==> config.mk <==
export PLATFORM = sky130hd
export DESIGN_NAME = fovc_isqrt
export DESIGN_NICKNAME = d
export VERILOG_FILES = /design/src/fovc_isqrt.sv
export SDC_FILE = /design/constraint.sdc
export NUM_CORES = 2
export LEC_CHECK = 0
export BUFFER_PORTS_ARGS = -buffer_cell sky130_fd_sc_hd__buf_2
export CORE_ASPECT_RATIO = 1.75
export CORE_MARGIN = 2
export CORE_UTILIZATION = 61
export DETAILED_ROUTE_END_ITERATION = 12
export PLACE_DENSITY_LB_ADDON = 0.12
export SLEW_MARGIN = 0
export SYNTH_ARGS = -nofsm -noshare
export SYNTH_HDL_FRONTEND = slang
export SYNTH_MEMORY_MAX_BITS = 65536
export SYNTH_SLANG_ARGS = --single-unit
==> constraint.sdc <==
create_clock -name clk -period 5.55 [get_ports clk]
set_input_delay 0.8325 -clock clk [delete_from_list [all_inputs] [get_ports clk]]
set_output_delay 0.8325 -clock clk [all_outputs]
set_load 0.05 [all_outputs]
==> src/fovc_isqrt.sv <==
module fovc_isqrt #(
  parameter int SBW = 8
) (
  input  logic           clk,
  input  logic           rst_n,
  input  logic           en,
  input  logic           in_vld,
  input  logic [63:0]    in_val,
  input  logic [SBW-1:0] in_sb,
  output logic           out_vld,
  output logic [31:0]    out_root,
  output logic [SBW-1:0] out_sb
);

  localparam int RW = 32;
  localparam int VW = 2 * RW;
  localparam int MW = RW + 2;

  logic           v_r    [0:RW];
  logic [SBW-1:0] sb_r   [0:RW];
  logic [VW-1:0]  val_r  [0:RW];
  logic [MW-1:0]  rem_r  [0:RW];
  logic [RW-1:0]  root_r [0:RW];

  always_ff @(posedge clk) begin
    if (!rst_n) begin
      v_r[0] <= 1'b0;
    end else if (en) begin
      v_r[0] <= in_vld;
    end
    if (en) begin
      sb_r[0]   <= in_sb;
      val_r[0]  <= in_val;
      rem_r[0]  <= '0;
      root_r[0] <= '0;
    end
  end

  for (genvar k = 1; k <= RW; k++) begin : g_step
    logic [MW-1:0] rem_nxt;
    logic [RW-1:0] root_nxt;
    logic [VW-1:0] val_nxt;

    always_comb begin
      logic [MW+1:0] t;
      logic [MW+1:0] trial;
      t     = {rem_r[k-1], val_r[k-1][VW-1:VW-2]};
      trial = {2'b00, root_r[k-1], 2'b01};
      if (t >= trial) begin
        rem_nxt  = MW'(t - trial);
        root_nxt = {root_r[k-1][RW-2:0], 1'b1};
      end else begin
        rem_nxt  = t[MW-1:0];
        root_nxt = {root_r[k-1][RW-2:0], 1'b0};
      end
      val_nxt = {val_r[k-1][VW-3:0], 2'b00};
    end

    always_ff @(posedge clk) begin
      if (!rst_n) begin
        v_r[k] <= 1'b0;
      end else if (en) begin
        v_r[k] <= v_r[k-1];
      end
      if (en) begin
        sb_r[k]   <= sb_r[k-1];
        val_r[k]  <= val_nxt;
        rem_r[k]  <= rem_nxt;
        root_r[k] <= root_nxt;
      end
    end
  end

  assign out_vld  = v_r[RW];
  assign out_root = root_r[RW];
  assign out_sb   = sb_r[RW];

endmodule

==> results.txt <==
TritonCTS clock tree -> yes
CTS sink cnt -> 2,884
H-tree depth -> 5
Final Net Count -> 10,329
Multiplexer share of the synthesized area -> 0.007371
Startpoint Class -> register
TritonCTS Buffers -> 268
Pin count of the biggest net entering global routing -> 176
Clk_skew -> 0.05419 ns
CP max stage cell -> nor4b_1
Hold_buf cts -> 0
MaxCap Viol Count -> 0
Ys async rst share -> 0
# fillers -> 14,642
Peak supply drop -> 0.0003772 V
Fin. Hold Viols -> 0
Avg Synthesized Cell Area -> 13.62 µm²
Post-CTS resize count -> 0
Critical path arrival -> 5.44 ns
Die width -> 350.0 µm
Via count -> 73,918
DRC viols -> 0
Final TNS setup -> 0 ns
Initial antenna violation count -> 2
Num ports -> 117
Commonest non-fill, non-tap cells in the layout -> 2,883 x edfxtp_1, 688 x inv_1, 619 x nand2_1
Crit-path max cell delay -> 0.87 ns
Worst-Skew Late Latency -> 0.84 ns
Critical path class -> register to register
Layout cells sized above 1 -> 0.07467
Most used cell, CP -> nor4bb_1
Core area -> 0.2086 mm²
Final Cycle Share -> 0.8756
Row Count -> 222
Hpwl dp -> 198,400 µm
RSZ-0062 raised after global routing -> no
Final Non-Filler Cells -> 12,685
Critical Path RT -> 6.13 ns
Lkg Pwr -> 53.46 nW
Setup repair bufs after CTS -> 0
Number of synthesized register bits -> 2,884
Cell count after synthesis -> 9,384
Root buf cell -> clkbuf_16
Worst slew margin -> 0.2618
Placed cell count -> 12,221
Xor/xnor share of the synthesized area -> 0.05899
Drt via density -> 5.827
Initial core utilization -> 0.6128
Simple-Gate Fraction of Synth Area -> 0.09012
Outcome -> finished clean
Mapped Nets -> 10,022
Post-synth EDFFs -> 2,883
Yosys top cell by area -> edfxtp_1
Max clock buf depth -> 4
Vias in the first global route -> 75,633
Total wire length -> 272,100 µm
Register area share after synthesis -> 0.6774
Top-area cell type share of the netlist area -> 0.6773
CP max FO -> 5
PD cells -> 411.9 mW/mm²
1st-iter DRT viols -> 4,940
ANT nets after route -> 0
Ys flop type -> edfxtp_1
Most common cell after layout, fill and taps aside -> edfxtp_1
First-pass GRT wire length -> 417,000 µm
Final min period -> 4.860 ns
Critical-path cell list -> inv_1, ha_1, nand4_1, nor4bb_1, nand3_1, nor4b_1, nor4bb_1, o211a_1, or4_1, nor3b_1, nand2_1, xnor2_1
GP Congestion -> 0.9319
Die area -> 0.2134 mm²
Hold WC Path Type -> primary input to register
Reg clk slew, reported paths -> 0.06 ns
Routed length per instance -> 21.45 µm
Synth top area cells -> edfxtp_1 68%, ha_1 5.5%, xnor2_1 3.1%
Achievable Freq -> 205.8 MHz
Largest family of logic cells by synthesized area -> simple AND/OR/NAND/NOR gates
Synth Warn # -> 0
Compound-Gate Fraction of Synth Area -> 0.08561
Adder-Cell Fraction of Synth Area -> 0.05501
GR Util All Layers -> 0.2553
Slew @ Worst Pin -> 1.079 ns
Initial DRT Pass Iterations -> 6
Grt ovf -> 0
Unique masters post-synth -> 84
CP Capture Type -> register
Mapped cell area -> 0.1278 mm²
Die height -> 609.6 µm
Layout area overhead -> 10.20%
Final Max Tran Viols -> 0
Final setup viols -> 0
IO buf count -> 116
synthesized netlist by cell type (45+ instances only):
cell      instances
o31ai_1          52
and3_1           87
a31oi_1          55
a211oi_1         49
nand4_1          99
or4_1            45
a21oi_1         570
xor2_1          414
clkbuf_1        151
ha_1            562
edfxtp_1       2883
o21a_1           90
nor2b_1          77
nor4_1          126
xnor2_1         447
nor3_1          211
nand2_1         619
inv_1           688
a21o_1          233
mux2_2           73
nor2_1          555
o21ai_0         492
nand3_1         155
or3_1            88
nand2b_1        130
metal layers:
| metal | GRT usage | share of wire | up-vias |
|---|---|---|---|
| met4 | 0.2055 | 0.092 | 2 |
| met1 | 0.2431 | 0.32 | 35789 |
| li1 | - | - | 35375 |
| met2 | 0.4832 | 0.55 | 1866 |
| met3 | 0.03214 | 0.034 | 886 |
| met5 | 0 | 0.000048 | - |
report_power, final:
part           internal [mW]  switching, mW
sequential              27.2           1.78
clock                   10.4           7.84
combinational           4.33           6.45
total                   42.0           16.1
logic make-up (layout without fill, tap and decap cells):
logic type / Yosys count / in the layout
AND/OR/NAND/NOR: 2342 / 2342
other: 1 / 2
flip-flops: 2884 / 2884
adder cells (fa/ha/maj): 562 / 562
buffers and inverters: 861 / 1361
AO/OA/AOI/OAI: 1788 / 1788
multiplexers: 85 / 85
XOR/XNOR: 861 / 861
sequential cells by signal, indices dropped and copies added, names as in the netlist:
| name | flops |
|---|---|
| rem_r | 1003 |
| root_r | 528 |
| val_r | 1056 |
| v_r | 33 |
| sb_r | 264 |
final timing paths:
kind | from | endpoint | slack, ns | cells past startpoint
setup / recovery | root_r[1][111]$_DFFE_PP_ | rem_r[0][711]$_DFFE_PP_ | 0.69 | 12
setup reg to reg | root_r[1][111]$_DFFE_PP_ | rem_r[0][711]$_DFFE_PP_ | 0.69 | 12
hold / removal | in_val[24] | val_r[0][24]$_DFFE_PP_ | 0.16 | 1
hold reg to reg | val_r[0][1460]$_DFFE_PP_ | val_r[0][1526]$_DFFE_PP_ | 0.39 | 0
stage by stage:
step	power (mW)	cell area (µm²)	utilization	hold WS, ns	setup WS [ns]
after floorplan	36.14	127800	-	0.4003	1.855
after global placement	39.79	132300	0.6340	0.4003	0.5873
after detailed placement	40.03	132300	0.6340	0.4045	0.4592
after CTS	58.42	140900	0.6753	0.1006	0.4961
after global routing	60.55	140900	0.6753	0.1135	0.3061
final	58.03	140900	0.6753	0.1629	0.6904
layout make-up:
cell class | count | area [µm²] | share of cell area
repair buffers | 208 | 1499 | 0.01064
multi-input cells | 5639 | 38080 | 0.2703
inverters | 690 | 2590 | 0.01839
diodes | 1 | 2.502 | 0.00001776
clock buffers | 310 | 6907 | 0.04903
clock inverters | 153 | 1694 | 0.01203
flip-flops and latches | 2884 | 86590 | 0.6147
well taps | 2800 | 3503 | 0.02487
critical path, delay by kind of cell (launching register included):
kind                     cells  cell delay, ns
adder cells (fa/ha/maj)      1            0.37
flip-flops                   1            0.44
AO/OA/AOI/OAI                1            0.19
buffers and inverters        1            0.07
AND/OR/NAND/NOR              8            3.38
XOR/XNOR                     1            0.17
No activity file was read; power rests on OpenSTA's default activity.
